## src/hw/rtl/modexp_pkg.sv

```systemverilog
// Shared widths, constants and sequencer states for the modular exponentiation core.
package modexp_pkg;

    localparam int MOD_W  = 31;
    localparam int OPND_W = 32;
    localparam int EXP_W  = 32;
    localparam int CNT_W  = $clog2(OPND_W);

    localparam logic [CNT_W-1:0] STEP_LAST   = CNT_W'(OPND_W - 1);
    localparam logic [MOD_W-1:0] MOD_RESET   = MOD_W'(23);
    localparam logic [MOD_W-1:0] MOD_ONE     = MOD_W'(1);

    typedef enum logic [2:0] {
        ST_IDLE,
        ST_REDUCE,
        ST_MUL,
        ST_SQR,
        ST_FINISH
    } modexp_state_t;

endpackage

```

## src/hw/rtl/modular_exponentiation_core.sv

```systemverilog
// Modular exponentiation core: right-to-left square-and-multiply over a shared mod-multiply unit.
//
//  channel   direction  handshake            payload
//  s_        in         s_valid / s_ready    s_base_value[31:0], s_exponent[31:0]
//  m_        out        m_valid / m_ready    m_power_result[30:0]
//  cfg_      in         cfg_we               cfg_wdata[30:0] (modulus, 0 acts as 1)
//
//  One shared interleaved mod-multiply unit retires one multiplier bit per cycle.
//  A transaction runs a base reduction, then multiplies and squares, stopping once the
//  remaining exponent bits are zero (at most 2 * min(EXP_BITS, 32) - 1 multiplies), then hands off.
//  s_ready is high only between transactions; a finished result waits in the output
//  register, so the next transaction is taken while m_ready is low.
//  Reset is synchronous on aresetn, and sets the modulus to 23.
module modular_exponentiation_core #(
    parameter int EXP_BITS = 32
) (
    input  logic                        aclk,
    input  logic                        aresetn,
    input  logic                        cfg_we,
    input  logic [modexp_pkg::MOD_W-1:0] cfg_wdata,
    input  logic                        s_valid,
    output logic                        s_ready,
    input  logic [modexp_pkg::OPND_W-1:0] s_base_value,
    input  logic [modexp_pkg::EXP_W-1:0] s_exponent,
    output logic                        m_valid,
    input  logic                        m_ready,
    output logic [modexp_pkg::MOD_W-1:0] m_power_result
);
    import modexp_pkg::*;

    localparam int PROC_BITS = (EXP_BITS < EXP_W) ? EXP_BITS : EXP_W;

    modexp_state_t state_reg, state_next;

    logic [MOD_W-1:0]     modulus_reg;
    logic [MOD_W-1:0]     mod_eff;
    logic [MOD_W-1:0]     acc_reg;
    logic [OPND_W-1:0]    mplier_reg;
    logic [MOD_W-1:0]     mcand_reg;
    logic [CNT_W-1:0]     cnt_reg;
    logic [PROC_BITS-1:0] exp_reg;
    logic [MOD_W-1:0]     base_reg;
    logic [MOD_W-1:0]     res_reg;
    logic                 m_valid_reg;
    logic [MOD_W-1:0]     m_power_result_reg;

    logic [MOD_W+1:0]     dbl;
    logic [MOD_W+2:0]     diff1;
    logic [MOD_W+2:0]     diff2;
    logic [MOD_W-1:0]     step_val;
    logic                 unit_last;
    logic                 unit_run;
    logic                 unit_load;
    logic [OPND_W-1:0]    ld_mplier;
    logic [MOD_W-1:0]     ld_mcand;
    logic                 disp;
    logic [PROC_BITS-1:0] disp_exp;
    logic                 out_load;
    logic                 ready_c;
    logic                 accept;

    assign mod_eff = (modulus_reg == '0) ? MOD_ONE : modulus_reg;

    // Interleaved step: acc = (2*acc + bit*mcand) mod m, with acc < m kept throughout.
    assign dbl   = {1'b0, acc_reg, 1'b0}
                 + {2'b00, (mplier_reg[OPND_W-1] ? mcand_reg : MOD_W'(0))};
    assign diff1 = {1'b0, dbl} - {3'b000, mod_eff};
    assign diff2 = {1'b0, dbl} - {2'b00, mod_eff, 1'b0};

    always_comb begin
        if (!diff2[MOD_W+2]) begin
            step_val = diff2[MOD_W-1:0];
        end else if (!diff1[MOD_W+2]) begin
            step_val = diff1[MOD_W-1:0];
        end else begin
            step_val = dbl[MOD_W-1:0];
        end
    end

    assign unit_last = (cnt_reg == STEP_LAST);
    assign unit_run  = (state_reg == ST_REDUCE) || (state_reg == ST_MUL) ||
                       (state_reg == ST_SQR);
    assign accept    = s_valid && ready_c;

    always_comb begin
        state_next = state_reg;
        unit_load  = 1'b0;
        ld_mplier  = '0;
        ld_mcand   = '0;
        disp       = 1'b0;
        disp_exp   = exp_reg;
        out_load   = 1'b0;
        ready_c    = 1'b0;
        unique case (state_reg)
            ST_IDLE: begin
                ready_c = 1'b1;
                if (s_valid) begin
                    state_next = ST_REDUCE;
                    unit_load  = 1'b1;
                    ld_mplier  = s_base_value;
                    ld_mcand   = MOD_ONE;
                end
            end
            ST_REDUCE: begin
                if (unit_last) begin
                    disp     = 1'b1;
                    disp_exp = exp_reg;
                end
            end
            ST_MUL: begin
                if (unit_last) begin
                    if ((exp_reg >> 1) == '0) begin
                        state_next = ST_FINISH;
                    end else begin
                        state_next = ST_SQR;
                        unit_load  = 1'b1;
                        ld_mplier  = {1'b0, base_reg};
                        ld_mcand   = base_reg;
                    end
                end
            end
            ST_SQR: begin
                if (unit_last) begin
                    disp     = 1'b1;
                    disp_exp = exp_reg >> 1;
                end
            end
            ST_FINISH: begin
                if (!m_valid_reg || m_ready) begin
                    out_load   = 1'b1;
                    state_next = ST_IDLE;
                end
            end
            default: begin
                state_next = ST_IDLE;
            end
        endcase

        if (disp) begin
            if (disp_exp == '0) begin
                state_next = ST_FINISH;
            end else if (disp_exp[0]) begin
                state_next = ST_MUL;
                unit_load  = 1'b1;
                ld_mplier  = {1'b0, res_reg};
                ld_mcand   = step_val;
            end else begin
                state_next = ST_SQR;
                unit_load  = 1'b1;
                ld_mplier  = {1'b0, step_val};
                ld_mcand   = step_val;
            end
        end
    end

    always_ff @(posedge aclk) begin
        if (!aresetn) begin
            state_reg   <= ST_IDLE;
            modulus_reg <= MOD_RESET;
            cnt_reg     <= '0;
            m_valid_reg <= 1'b0;
        end else begin
            state_reg <= state_next;
            if (cfg_we) begin
                modulus_reg <= cfg_wdata;
            end
            if (unit_load) begin
                cnt_reg <= '0;
            end else if (unit_run) begin
                cnt_reg <= cnt_reg + CNT_W'(1);
            end
            if (out_load) begin
                m_valid_reg <= 1'b1;
            end else if (m_ready) begin
                m_valid_reg <= 1'b0;
            end
        end
    end

    always_ff @(posedge aclk) begin
        if (unit_load) begin
            acc_reg    <= '0;
            mplier_reg <= ld_mplier;
            mcand_reg  <= ld_mcand;
        end else if (unit_run) begin
            acc_reg    <= step_val;
            mplier_reg <= {mplier_reg[OPND_W-2:0], 1'b0};
        end
        if (accept) begin
            exp_reg <= s_exponent[PROC_BITS-1:0];
            res_reg <= MOD_ONE;
        end else begin
            if ((state_reg == ST_SQR) && unit_last) begin
                exp_reg <= exp_reg >> 1;
            end
            if ((state_reg == ST_MUL) && unit_last) begin
                res_reg <= step_val;
            end
        end
        if (((state_reg == ST_REDUCE) || (state_reg == ST_SQR)) && unit_last) begin
            base_reg <= step_val;
        end
        if (out_load) begin
            m_power_result_reg <= res_reg;
        end
    end

    assign s_ready        = ready_c;
    assign m_valid        = m_valid_reg;
    assign m_power_result = m_power_result_reg;

`ifndef SYNTHESIS
    a_accept_starts_reduce: assert property (@(posedge aclk) disable iff (!aresetn)
        (s_valid && s_ready) |=> (state_reg == ST_REDUCE) && (cnt_reg == '0) &&
                                 (res_reg == MOD_ONE))
        else $error("accepted transaction did not start base reduction");

    a_finish_holds_blocked_result: assert property (@(posedge aclk) disable iff (!aresetn)
        ((state_reg == ST_FINISH) && m_valid_reg && !m_ready) |=>
            m_valid_reg && $stable(m_power_result_reg) && (state_reg == ST_FINISH))
        else $error("pending result overwritten");

    a_finish_loads_result: assert property (@(posedge aclk) disable iff (!aresetn)
        ((state_reg == ST_FINISH) && (!m_valid_reg || m_ready)) |=>
            m_valid_reg && (m_power_result_reg == $past(res_reg)) && (state_reg == ST_IDLE))
        else $error("finished result not handed to output register");

    a_counter_idle_outside_unit: assert property (@(posedge aclk) disable iff (!aresetn)
        (cnt_reg != '0) |-> ((state_reg == ST_REDUCE) || (state_reg == ST_MUL) ||
                             (state_reg == ST_SQR)))
        else $error("step counter running outside a multiply");
`endif

endmodule
```

## config.mk

```make
export PLATFORM = sky130hd
export DESIGN_NAME = modular_exponentiation_core
export DESIGN_NICKNAME = d
export VERILOG_FILES = /design/src/hw/rtl/modexp_pkg.sv /design/src/hw/rtl/modular_exponentiation_core.sv
export SDC_FILE = /design/constraint.sdc
export NUM_CORES = 1
export LEC_CHECK = 0
export CORE_UTILIZATION = 59
export DETAILED_ROUTE_END_ITERATION = 8
export DONT_BUFFER_PORTS = 1
export PLACE_DENSITY_LB_ADDON = 0.2
export SYNTH_ARGS = -nofsm -noshare
export SYNTH_HDL_FRONTEND = slang
export SYNTH_SLANG_ARGS = --single-unit
```

## constraint.sdc

```tcl
create_clock -name aclk -period 5.4 [get_ports aclk]
set_input_delay 0.54 -clock aclk [delete_from_list [all_inputs] [get_ports aclk]]
set_output_delay 0.54 -clock aclk [all_outputs]
set_load 0.01 [all_outputs]
```

==> impl.org, run 1 <==
** Outcome
- The flow ran to the end, but the final reports show violations.
- Violations in the final reports :: design-rule violations, negative setup slack

** Cells and area
- Fill cell count :: 1860
- Antenna diodes :: 0
- From synthesis to final layout, the design area changed by 20.88%.
- Layout Cell Area excl Fill :: 0.01910 mm²
- Layout Nets :: 2004
- Ratio of cells with drive above 1 in the final layout :: 0.2307

** Synthesis
- The synthesized netlist occupies a cell area of about 0.016 mm².
- Number of nets produced by synthesis :: between 1500 and 2000
- Ys Warns :: 0
- Synth Area per Inst :: 9.526 µm²
- Synthesis handed over a netlist of around 1700 instances.
- The share of the Yosys chip area taken by registers is 0.4275.
- Synthesis inferred between 200 and 300 register bits.
- Number of unique standard cell types used by synthesis :: just under 90
- Post-synth top flop :: edfxtp_1
- Share of synthesized flip-flops with an asynchronous set or reset :: 0
- In this run, synthesis inferred 157 flip-flops with an integrated enable.

** Job
- Max-capacitance violation count :: 0

** STA
- Setup violations remaining at the end of the flow were counted as 24.
- Final worst setup slack :: -0.09236 ns
- Final count of hold timing violations :: 0
- Post-layout min period :: 5.492 ns
- Static timing analysis puts the maximum clock frequency at 182.1 MHz.
- Clock Skew :: between 0.015 and 0.02 ns
- Worst-Margin Slew :: roughly 0.85 ns
- The number of pins exceeding their max-slew limit in the final report came to 0.
- Setup repair after global routing missed its margin :: true
- Final worst-path cycle share :: 1.017
- Hold is met by ~0.057 ns.
- Measured against its own limit, the worst slew margin works out to 0.4302.

** Pwr
- Part of the power in combinational logic :: 0.698
- IR analysis of the VDD net gives a maximum drop of 0.4972 mV.
- Reg power frac :: 0.176
- Pwr/cell area :: about 760 mW/mm²
- The internal power of the cells totals roughly 8.3 mW.
- Static Leak :: slightly below 8 nW
- Summed over all nets, the switching power comes to roughly 6.3 mW.
- Of the total power, the share spent switching nets is 0.4303.
- Of the total power, the clock network draws 0.125.

** Clock network
- Deepest clock path buffer count :: 3
- Hold repair after CTS inserted 0 buffers.
- Clock-pin slew was measured on the worst setup and hold paths at about 0.07 ns.
- H-tree Lvls :: 1
- TritonCTS buffer count :: 27
- The clock drives around 260 sinks.
- Later-pin clock latency in the skew report :: 0.56 ns
- Clock tree from TritonCTS :: done
- CTS placed an instance of clkbuf_16 at the clock tree root.

** Critical path
- The slowest stage of the critical path is the edfxtp_1 cell.
- Required time of the critical path :: approximately 5.7 ns
- FF-to-FF Start :: mplier_reg[31]$_DFFE_PP_
- CP Launch Type :: flop
- Tracing the worst setup path back leads to its startpoint at mplier_reg[31]$_DFFE_PP_.
- Most frequent cell on the critical path :: nand2_1
- Capturing element type of the critical path :: flop
- Data arrival time of the critical path :: a little under 6 ns
- Crit path max fanout :: 10
- The critical path is of the reg -> reg type.
- Largest incremental delay on the critical path :: 0.49 ns

** Drt
- Ratio of routed vias to standard cells :: approximately 6.1
- Wires add up to 41860 µm.
- Initial DRC Count :: about 1300
- For this run, the detailed router's first-pass iteration total came to 9.
- After detailed routing, the number of remaining DRC violations is 5.
- Detailed routing inserted a total of 13210 vias.
- The detail route stage leaves a number of antenna-violating nets equal to 0.
- After detailed routing, the average wire length per cell comes to around 19 µm.

** Placement
- Post-placement cell area :: approximately 0.017 mm²
- Quantity of I/O buffers inserted on ports :: 0
- Final weighted congestion in routability-driven placement :: just over 0.9
- Summed over all nets, the half-perimeter wirelength after detailed placement is roughly 30000 µm.

** Floorplanning
- The floorplan has 59 rows.
- The die is between 150 and 200 µm wide.
- Measured along the y axis, the die boundary spans 165.7 µm.
- Area of the die :: ~0.027 mm²
- 133 I/O pins were placed.
- The total area inside the core boundary comes to 0.02613 mm².
- For this configuration, the core starts out at a cell density of 0.6048.

** Global routing
- Overall routing resource usage :: 0.2935
- Antenna violations before repair :: 0
- Total overflow reported by the global router :: 0
- Vias in the first global route :: 13120
- Entering global routing, the biggest net connects between 60 and 70 pins.
- Global-route wire length before repair :: roughly 65000 µm

** Hold path
- Kind of path behind the tightest hold check :: in -> reg
- In this run the most critical hold path is launched from aresetn.
-- worst paths after layout --
check / endpoint / slack (ns) / cells past startpoint
setup / recovery: mplier_reg[14]$_DFFE_PP_ / -0.09 / 27
hold / removal: modulus_reg[0]$_SDFFE_PN1P_ / 0.06 / 1
setup reg to reg: mplier_reg[14]$_DFFE_PP_ / -0.09 / 27
hold reg to reg: m_power_result[2]$_DFFE_PP_ / 0.46 / 0
-- per-layer routing --
metal	GRT usage	wire length, µm
met5	0	0
met4	0.1353	1731
met3	0.03441	2089
met2	0.5252	20960
met1	0.3537	17080
-- power by group through the flow --
stage | clock network [mW] | logic [mW] | registers, mW
6_report | 1.82 | 10.2 | 2.57
5_1_grt | 1.92 | 10.9 | 2.59
4_1_cts | 1.85 | 8.60 | 2.56
3_5_place_dp | 0 | 8.24 | 2.60
3_3_place_gp | 0 | 8.08 | 2.60
2_1_floorplan | 0 | 5.41 | 2.57
-- cell usage after synthesis (all sizes together), types with 5 or more instances --
master	number	area, µm²
nand2	239	899.6
edfxtp	157	4715
o21ai	143	734.5
a21oi	133	737.0
dfxtp	102	2042
ha	93	1164
nor2	93	351.6
inv	90	337.8
xnor2	59	524.3
clkbuf	57	214.0
mux2i	43	480.5
nor2b	40	257.7
o211ai	39	362.9
and2	35	219.0
nand3	34	170.2
a222oi	31	310.3
a211oi	27	272.8
a21o	25	187.7
xor2	22	200.2
buf	20	137.6
nor4	16	100.1
o21a	15	112.6
and3	12	75.07
nand4	12	75.07
nor3	11	55.05
a31oi	10	62.56
o21bai	10	75.07
nand2b	9	56.30
mux2	6	71.31
o31ai	6	86.33
a21boi	5	37.54
-- cells by family after synthesis --
group	share of synthesized area
fa+ha+maj	0.07806
xor+xnor	0.04734
flops	0.4275
compound gates	0.2173
simple gates	0.1512
buf+inv	0.04362
mux	0.03491
-- placed cells by master, fill, tap and decap left out, drive strengths merged, types with 27 or more instances in the layout --
cell type and count:
nand2 239, buf 195, edfxtp 157, o21ai 143
a21oi 133, dfxtp 102, ha 93, nor2 93
inv 91, xnor2 59, clkbuf 45, mux2i 43
nor2b 40, o211ai 39, and2 35, nand3 34
a222oi 31, a211oi 27
-- per-stage QoR --
stage	util	power [mW]	setup TNS (ns)	worst slack, ns	cells
floorplan	-	7.980	0	0.2239	1659
global placement	0.6547	10.67	-0.7457	-0.06812	2068
detailed placement	0.6547	10.84	-8.650	-0.2155	2068
CTS	0.6964	13.01	-0.007363	-0.007363	2127
global route	0.7310	15.36	-20.99	-0.2849	2164
finish	0.7310	14.56	-0.5934	-0.09236	2164
-- timing repair --
action / in CTS / in global routing
hold endpoints to repair: 0 / 0
resized for setup: 33 / 154
buffers inserted: 9 / 34
setup endpoints to repair: 107 / 155
cloned: 0 / 4
pin swaps: 13 / 49
-- critical path, delay by kind of cell (launching register included) --
family	cells	cell delay [ns]
compound gates	11	2.23
simple gates	9	1.03
fa+ha+maj	3	0.85
xor+xnor	1	0.10
flops	1	0.49
buf+inv	3	0.51
-- layout make-up --
type                    instances  area [µm²]  area share
multi-input cells            1233        9034      0.4729
flip-flops and latches        259        6756      0.3537
repair buffers                197        1698     0.08888
clock buffers                  43       745.7     0.03904
well taps                     335       419.2     0.02194
inverters                      90       337.8     0.01768
clock inverters                 7       112.6    0.005895
(Power assumes the default switching activity.)
==> run 2: changes to the inputs <==
TNS_END_PERCENT = 1   (was default)
==> run 2 against run 1 <==
The flow still finishes with violations (design-rule violations, negative setup slack). Via count is 1.0% lower. Die area stayed put. Flip-flop and latch count stayed put. Register-to-register slack worse by 0.03 ns. Clock power hardly changed. Count of clock-buffer cells in the layout stayed put. Critical endpoint unchanged.
==> impl.org, run 2 (synthesized netlist as in run 1, its figures left out) <==
** Outcome
- Status: finished with violations (unchanged).
- Violations in the final reports :: design-rule violations, negative setup slack (unchanged)

** Drt
- Ratio of routed vias to standard cells :: 6.103 (was 6.102)
- The routed length per instance is 19.21 µm (was 19.35 µm).
- Total via count after detailed routing :: 13070 (was 13210)
- The number of antenna-violating nets in the routed design was 0 (unchanged).
- The final wirelength is 41120 µm (was 41860 µm).
- Detailed-route DRC error count :: 4 (was 5)
- The first-iteration detailed-routing DRC count came to 1335 (was 1272).
- The first-pass iteration count of the detailed router came to 9 (unchanged).

** Clock network
- H-tree Lvls :: 1 (unchanged)
- Hold-fix buffers, CTS :: 0 (unchanged)
- The buffer levels on the longest clock path came to 3 (unchanged).
- Later-pin clock latency in the skew report :: 0.56 ns (about the same)
- Clock tree from TritonCTS :: done (unchanged)
- Register clock-pin slew on the reported worst setup and hold paths :: 0.07 ns (about the same)
- CTS Root Buffer Type :: clkbuf_16 (unchanged)
- The number of clock sinks seen by CTS is 259 (unchanged).
- The number of buffers created by CTS is 27 (unchanged).

** Floorplanning
- Initial core utilization :: 0.6048 (unchanged)
- Die span in y :: 165.7 µm (unchanged)
- Area of the die :: 0.02744 mm² (unchanged)
- Horizontal die dimension :: 165.7 µm (unchanged)
- Core outline area :: 0.02613 mm² (unchanged)
- Placement Rows :: 59 (unchanged)
- The I/O pin count was 133 (unchanged).

** STA
- The final setup skew was 0.01729 ns (was 0.01720 ns).
- The number of pins exceeding their max-slew limit in the final report is 0 (unchanged).
- The final cycle utilization of the critical path came to 1.022 (was 1.017).
- Final worst setup slack :: -0.1181 ns (was -0.09236 ns)
- The time the worst path needs with I/O delays and setup is 5.518 ns (was 5.492 ns).
- The final count of negative-setup-slack endpoints is 49 (was 24).
- The maximum clock frequency is 181.2 MHz (was 182.1 MHz).
- The actual slew at the worst max-slew pin came to 0.8226 ns (was 0.8526 ns).
- The remaining max-slew budget at the tightest pin is 0.4503 (was 0.4302).
- Setup repair after global routing missed its margin :: true (unchanged)
- The number of hold violations in the final report was 0 (unchanged).

** Cells and area
- The number of antenna repair diodes was 0 (unchanged).
- Top library cells by usage in the layout, fill and taps aside: 235 x nand2_1, 161 x buf_4, 157 x edfxtp_1 (was 232 x nand2_1, 162 x buf_4, 157 x edfxtp_1).
- Most common library cell in the layout ignoring fill and taps :: nand2_1 (unchanged)
- Layout Nets :: 1981 (was 2004)
- Final Core Density :: 0.7083 (was 0.7310)
- Layout Cell Area excl Fill :: 0.01851 mm² (was 0.01910 mm²)
- The number of fill cells came to 1986 (was 1860).
- The post-layout instance count excluding filler cells was 2141 (was 2164).
- The share of cells above drive strength 1 came to 0.1966 (was 0.2307).
- Area added between synthesis and finish :: 17.12% (was 20.88%)

** Hold path
- Kind of path behind the tightest hold check :: in -> reg (unchanged)

** Global routing
- The via count of the first global-routing pass was 13080 (was 13120).
- Total overflow reported by the global router :: 0 (unchanged)
- Global-route wire length before repair :: 65090 µm (was 65350 µm)
- The largest net degree at the start of global routing came to 68 (unchanged).
- Antenna violations before repair :: 0 (unchanged)
- Overall routing resource usage :: 0.2921 (was 0.2935)

** Pwr
- The total power per unit cell area came to 728.9 mW/mm² (was 762.1 mW/mm²).
- The leakage power of the design is 7.594 nW (was 7.789 nW).
- Peak supply drop :: 0.5192 mV (was 0.4972 mV)

** Critical path
- The data arrival at the endpoint of the critical path came to 5.82 ns (was 5.79 ns).
- The largest driver fanout on the critical path was 15 (was 10).
- The critical setup path kind was reg -> reg (unchanged).
- Slowest cell on crit path :: edfxtp_1 (unchanged)
- The kind of start point of the critical path is a flop (unchanged).
- The type of element capturing the critical path is a flop (unchanged).
- Largest incremental delay on the critical path :: 0.46 ns (was 0.49 ns)
- The required time of the worst setup path is 5.70 ns (about the same).

** Placement
- Quantity of I/O buffers inserted on ports :: 0 (unchanged)
- The number of placed instances, taps included was 2068 (unchanged).
- Post-placement cell area :: 0.01711 mm² (unchanged)
- Half-perimeter wire length after placement :: 29770 µm (unchanged)
- Final weighted congestion in routability-driven placement :: 0.9204 (unchanged)

** Job
- Max-capacitance violation count :: 0 (unchanged)
[run 2: cell count changes in the layout (fill, tap and decap cells not counted), moves of 3 or more]
cell	previous run	this run
a21oi_4	9	5
buf_6	25	4
nand2_2	6	3
nor2_1	74	78
nand2_1	232	235
o21ai_2	14	6
ha_1	81	89
a21oi_2	29	25
o21ai_0	76	85
nor2_2	11	8
ha_4	9	3
a21oi_1	95	103
[run 2: cell type report]
type	count	area, µm²	area share
well taps	335	419.2	0.02265
flip-flops and latches	259	6756	0.3650
multi-input cells	1233	8738	0.4721
clock buffers	43	745.7	0.04029
repair buffers	174	1399	0.07558
clock inverters	7	112.6	0.006084
inverters	90	337.8	0.01825
[run 2: repair_timing]
action / 4_1_cts / 5_1_grt
gates resized for setup: 20 / 75
pin swaps: 10 / 69
buffers inserted: 6 / 15
cloned: 0 / 2
endpoints found under the setup margin: 107 / 155
[run 2: where the power goes]
| part | total (mW) | internal [mW] | switching (mW) | leakage, nW |
|---|---|---|---|---|
| Sequential | 2.56 | 2.46 | 0.101 | 2.37 |
| Combinational | 9.10 | 4.11 | 5.00 | 4.82 |
| Clock | 1.82 | 1.05 | 0.775 | 0.404 |
[run 2: metal layers]
layer  up-vias  GRT usage  part of all wire
li1       6317          -                 -
met1      6187     0.3533              0.41
met2       451     0.5206              0.50
met3       112    0.03417             0.057
met4         0     0.1357             0.040
met5         -          0                 0
[run 2: critical path: cells and delay by family, from the launching register on]
| kind | cells | cell delay [ns] |
|---|---|---|
| xor+xnor | 1 | 0.21 |
| buf+inv | 3 | 0.46 |
| simple gates | 7 | 0.93 |
| flops | 1 | 0.46 |
| fa+ha+maj | 2 | 0.61 |
| compound gates | 13 | 2.59 |
[run 2: stage by stage]
stage / power [mW] / setup TNS, ns / hold slack, ns / setup slack [ns]
2_1_floorplan: 7.980 / 0 / 0.4248 / 0.2239
3_3_place_gp: 10.67 / -0.7457 / 0.4372 / -0.06812
3_5_place_dp: 10.84 / -8.650 / 0.4420 / -0.2155
4_1_cts: 12.92 / -0.2408 / 0.03858 / -0.04610
5_1_grt: 14.30 / -35.11 / 0.04417 / -0.3966
6_report: 13.49 / -2.309 / 0.05672 / -0.1181
[run 2: worst paths after layout]
path / startpoint / endpoint / slack [ns] / cells after the start
setup reg to reg: mplier_reg[31]$_DFFE_PP_ / mplier_reg[14]$_DFFE_PP_ / -0.12 / 26
setup / recovery: mplier_reg[31]$_DFFE_PP_ / mplier_reg[14]$_DFFE_PP_ / -0.12 / 26
hold reg to reg: res_reg[2]$_SDFFE_PP0P_ / m_power_result[2]$_DFFE_PP_ / 0.46 / 0
hold / removal: aresetn / modulus_reg[0]$_SDFFE_PN1P_ / 0.06 / 1
==> run 3: changes to the inputs <==
CORE_UTILIZATION = 60   (was 59)
clock period = 5.99 ns   (was 5.4 ns; I/O delays follow)
==> run 3 against run 2 <==
Worst hold slack improved by 0.075 ns. Count of clock-buffer cells in the layout fell by 1. Critical path type unchanged. Combinational power decreased by 28%. Highest routed layer unchanged. Clock power is 12% lower. Non-clock buffer count decreased by 137. The run now ends clean.
==> impl.org, run 3 (synthesized netlist as in run 1, its figures left out) <==
** Global routing
- The via count of the first global-routing pass was 11700 (was 13080).
- Overall routing resource usage :: 0.2816 (was 0.2921)
- The initial antenna violation count was 0 (unchanged).
- Global-route wire length before repair :: 60010 µm (was 65090 µm)
- Maximum number of pins on one net before global-route repair :: 69 (was 68)
- The total congestion overflow was 0 (unchanged).

** Clock network
- TritonCTS buffer count :: 27 (unchanged)
- Register clock-pin slew on the reported worst setup and hold paths :: 0.06 ns (was 0.07 ns)
- Hold-fix buffers, CTS :: 0 (unchanged)
- The buffer levels on the longest clock path is 3 (unchanged).
- H-tree Lvls :: 1 (unchanged)
- Sink Count :: 259 (unchanged)
- The TritonCTS clock tree was done (unchanged).
- Later-pin clock latency in the skew report :: 0.55 ns (was 0.56 ns)
- CTS Root Buffer Type :: clkbuf_16 (unchanged)

** Critical path
- The data arrival at the endpoint of the critical path is 5.99 ns (was 5.82 ns).
- Kind of cell with the highest combined delay on the critical path :: compound AO/OA/AOI/OAI gates (unchanged)
- The type of element capturing the critical path is a flop (unchanged).
- The required time of the worst setup path was 6.26 ns (was 5.70 ns).
- The kind of start point of the critical path was a flop (unchanged).
- Critical path start-end classification :: reg -> reg (unchanged)
- Buffers and inverters on the worst path :: 3 (unchanged)
- The worst-path cell with the longest stage delay was edfxtp_1 (unchanged).
- Largest incremental delay on the critical path :: 0.39 ns (was 0.46 ns)
- Crit path max fanout :: 34 (was 15)

** Placement
- Post-placement cell area :: 0.01616 mm² (was 0.01711 mm²)
- Placed Cells incl. Taps :: 1946 (was 2068)
- The final weighted congestion in routability-driven placement came to 0.9337 (was 0.9204).
- The number of port buffers was 0 (unchanged).
- Half-perimeter wire length after placement :: 27770 µm (was 29770 µm)

** Floorplanning
- The overall die area is 0.02699 mm² (was 0.02744 mm²).
- Initial core utilization :: 0.6099 (was 0.6048)
- Horizontal die dimension :: 164.3 µm (was 165.7 µm)
- The chip height was 164.3 µm (was 165.7 µm).
- Placement Rows :: 59 (unchanged)
- The I/O pin count was 133 (unchanged).
- The core area is 0.02591 mm² (was 0.02613 mm²).

** STA
- Worst-Margin Slew :: 1.169 ns (was 0.8226 ns)
- The maximum clock frequency was 174.9 MHz (was 181.2 MHz).
- The final setup skew is 0.01242 ns (was 0.01729 ns).
- The number of hold violations in the final report came to 0 (unchanged).
- Number of endpoints failing setup at the final stage :: 0 (was 49)
- Setup repair after global routing missed its margin :: true (unchanged)
- Final worst-path cycle share :: 0.9543 (was 1.022)
- Post-layout min period :: 5.716 ns (was 5.518 ns)
- Relative slew margins :: 0.2176 (was 0.4503)
- Number of pins with negative max-slew slack in the final report :: 0 (unchanged)

** Cells and area
- The most common cell after layout, fill and taps aside is nand2_1 (unchanged).
- Multi-input combinational cell area :: 0.008463 mm² (was 0.008738 mm²)
- The number of fill cells was 2003 (was 1986).
- The sequential cell area in the final layout was 0.006756 mm² (unchanged).
- Layout Cell Area excl Fill :: 0.01717 mm² (was 0.01851 mm²)
- Top library cells by usage in the layout, fill and taps aside :: 237 x nand2_1, 157 x edfxtp_1, 111 x a21oi_1 (was 235 x nand2_1, 161 x buf_4, 157 x edfxtp_1)
- The post-layout utilization of the core was 0.6626 (was 0.7083).
- Layout Nets :: 1844 (was 1981)
- The number of antenna repair diodes is 0 (unchanged).
- Ratio of cells with drive above 1 in the final layout :: 0.1108 (was 0.1966)
- Non-Filler Instances :: 2004 (was 2141)
- The signed area change from the synthesized netlist to the final layout was 8.638% (was 17.12%).

** Hold path
- Kind of path behind the tightest hold check :: in -> reg (unchanged)

** Drt
- Remaining antenna violation count :: 0 (unchanged)
- The vias after detailed routing is 12330 (was 13070).
- The first-iteration detailed-routing DRC count came to 964 (was 1335).
- Detailed-route DRC error count :: 0 (was 4)
- Wire length per cell :: 19.30 µm (was 19.21 µm)
- The final wirelength was 38680 µm (was 41120 µm).
- First-pass iteration count of the detailed router :: 8 (was 9)
- Ratio of routed vias to standard cells :: 6.151 (was 6.103)

** Outcome
- Status: finished, final reports clean (was finished with violations).

** Pwr
- Pwr/cell area :: 610.5 mW/mm² (was 728.9 mW/mm²)
- The leakage power of the design is 6.871 nW (was 7.594 nW).
- Peak supply drop :: 0.4767 mV (was 0.5192 mV)

** Job
- The number of max-capacitance violations reported came to 0 (unchanged).
-- run 3: timing repair --
action                                  in CTS  in global routing
hold endpoints to repair                     0                  0
gates resized for setup                      0                 18
endpoints found under the setup margin       0                142
buffers inserted                             0                  7
-- run 3: worst paths after layout --
path / endpoint / depth (start not counted) / startpoint / slack, ns
setup / recovery: mplier_reg[5]$_DFFE_PP_ / 26 / mplier_reg[31]$_DFFE_PP_ / 0.27
hold / removal: modulus_reg[0]$_SDFFE_PN1P_ / 1 / aresetn / 0.13
setup reg to reg: mplier_reg[5]$_DFFE_PP_ / 26 / mplier_reg[31]$_DFFE_PP_ / 0.27
hold reg to reg: m_power_result[9]$_DFFE_PP_ / 0 / res_reg[9]$_SDFFE_PP0P_ / 0.46
-- run 3: per-layer routing --
layer	global-route usage	up-vias	routed length, µm
met4	0.1052	0	1365
met1	0.3530	5831	16150
met5	0	-	0
met3	0.03864	84	1978
met2	0.4908	368	19190
li1	-	6044	-
-- run 3: report_power, final --
| group | switching (mW) | total, mW | internal, mW |
|---|---|---|---|
| Clock | 0.694 | 1.60 | 0.911 |
| Combinational | 4.00 | 6.57 | 2.56 |
| Sequential | 0.0911 | 2.31 | 2.22 |
-- run 3: area by class of cell --
cell class	count	share of cell area
Timing Repair Buffer	37	0.02011
Inverter	90	0.01968
Multi-Input combinational cell	1233	0.4929
Tap cell	335	0.02441
Clock buffer	42	0.04613
Sequential cell	259	0.3935
Clock inverter	8	0.003207
-- run 3: metrics by stage --
stage                     hold WS [ns]  TNS, ns  setup slack [ns]  total power, mW
after floorplan                 0.4248        0            0.8139            7.194
after global placement          0.4400        0            0.2527            8.526
after detailed placement        0.4393        0            0.1444            8.637
after CTS                       0.1125        0            0.1221            10.26
after global routing            0.1204  -0.3552          -0.06081            11.17
final                           0.1317        0            0.2737            10.48
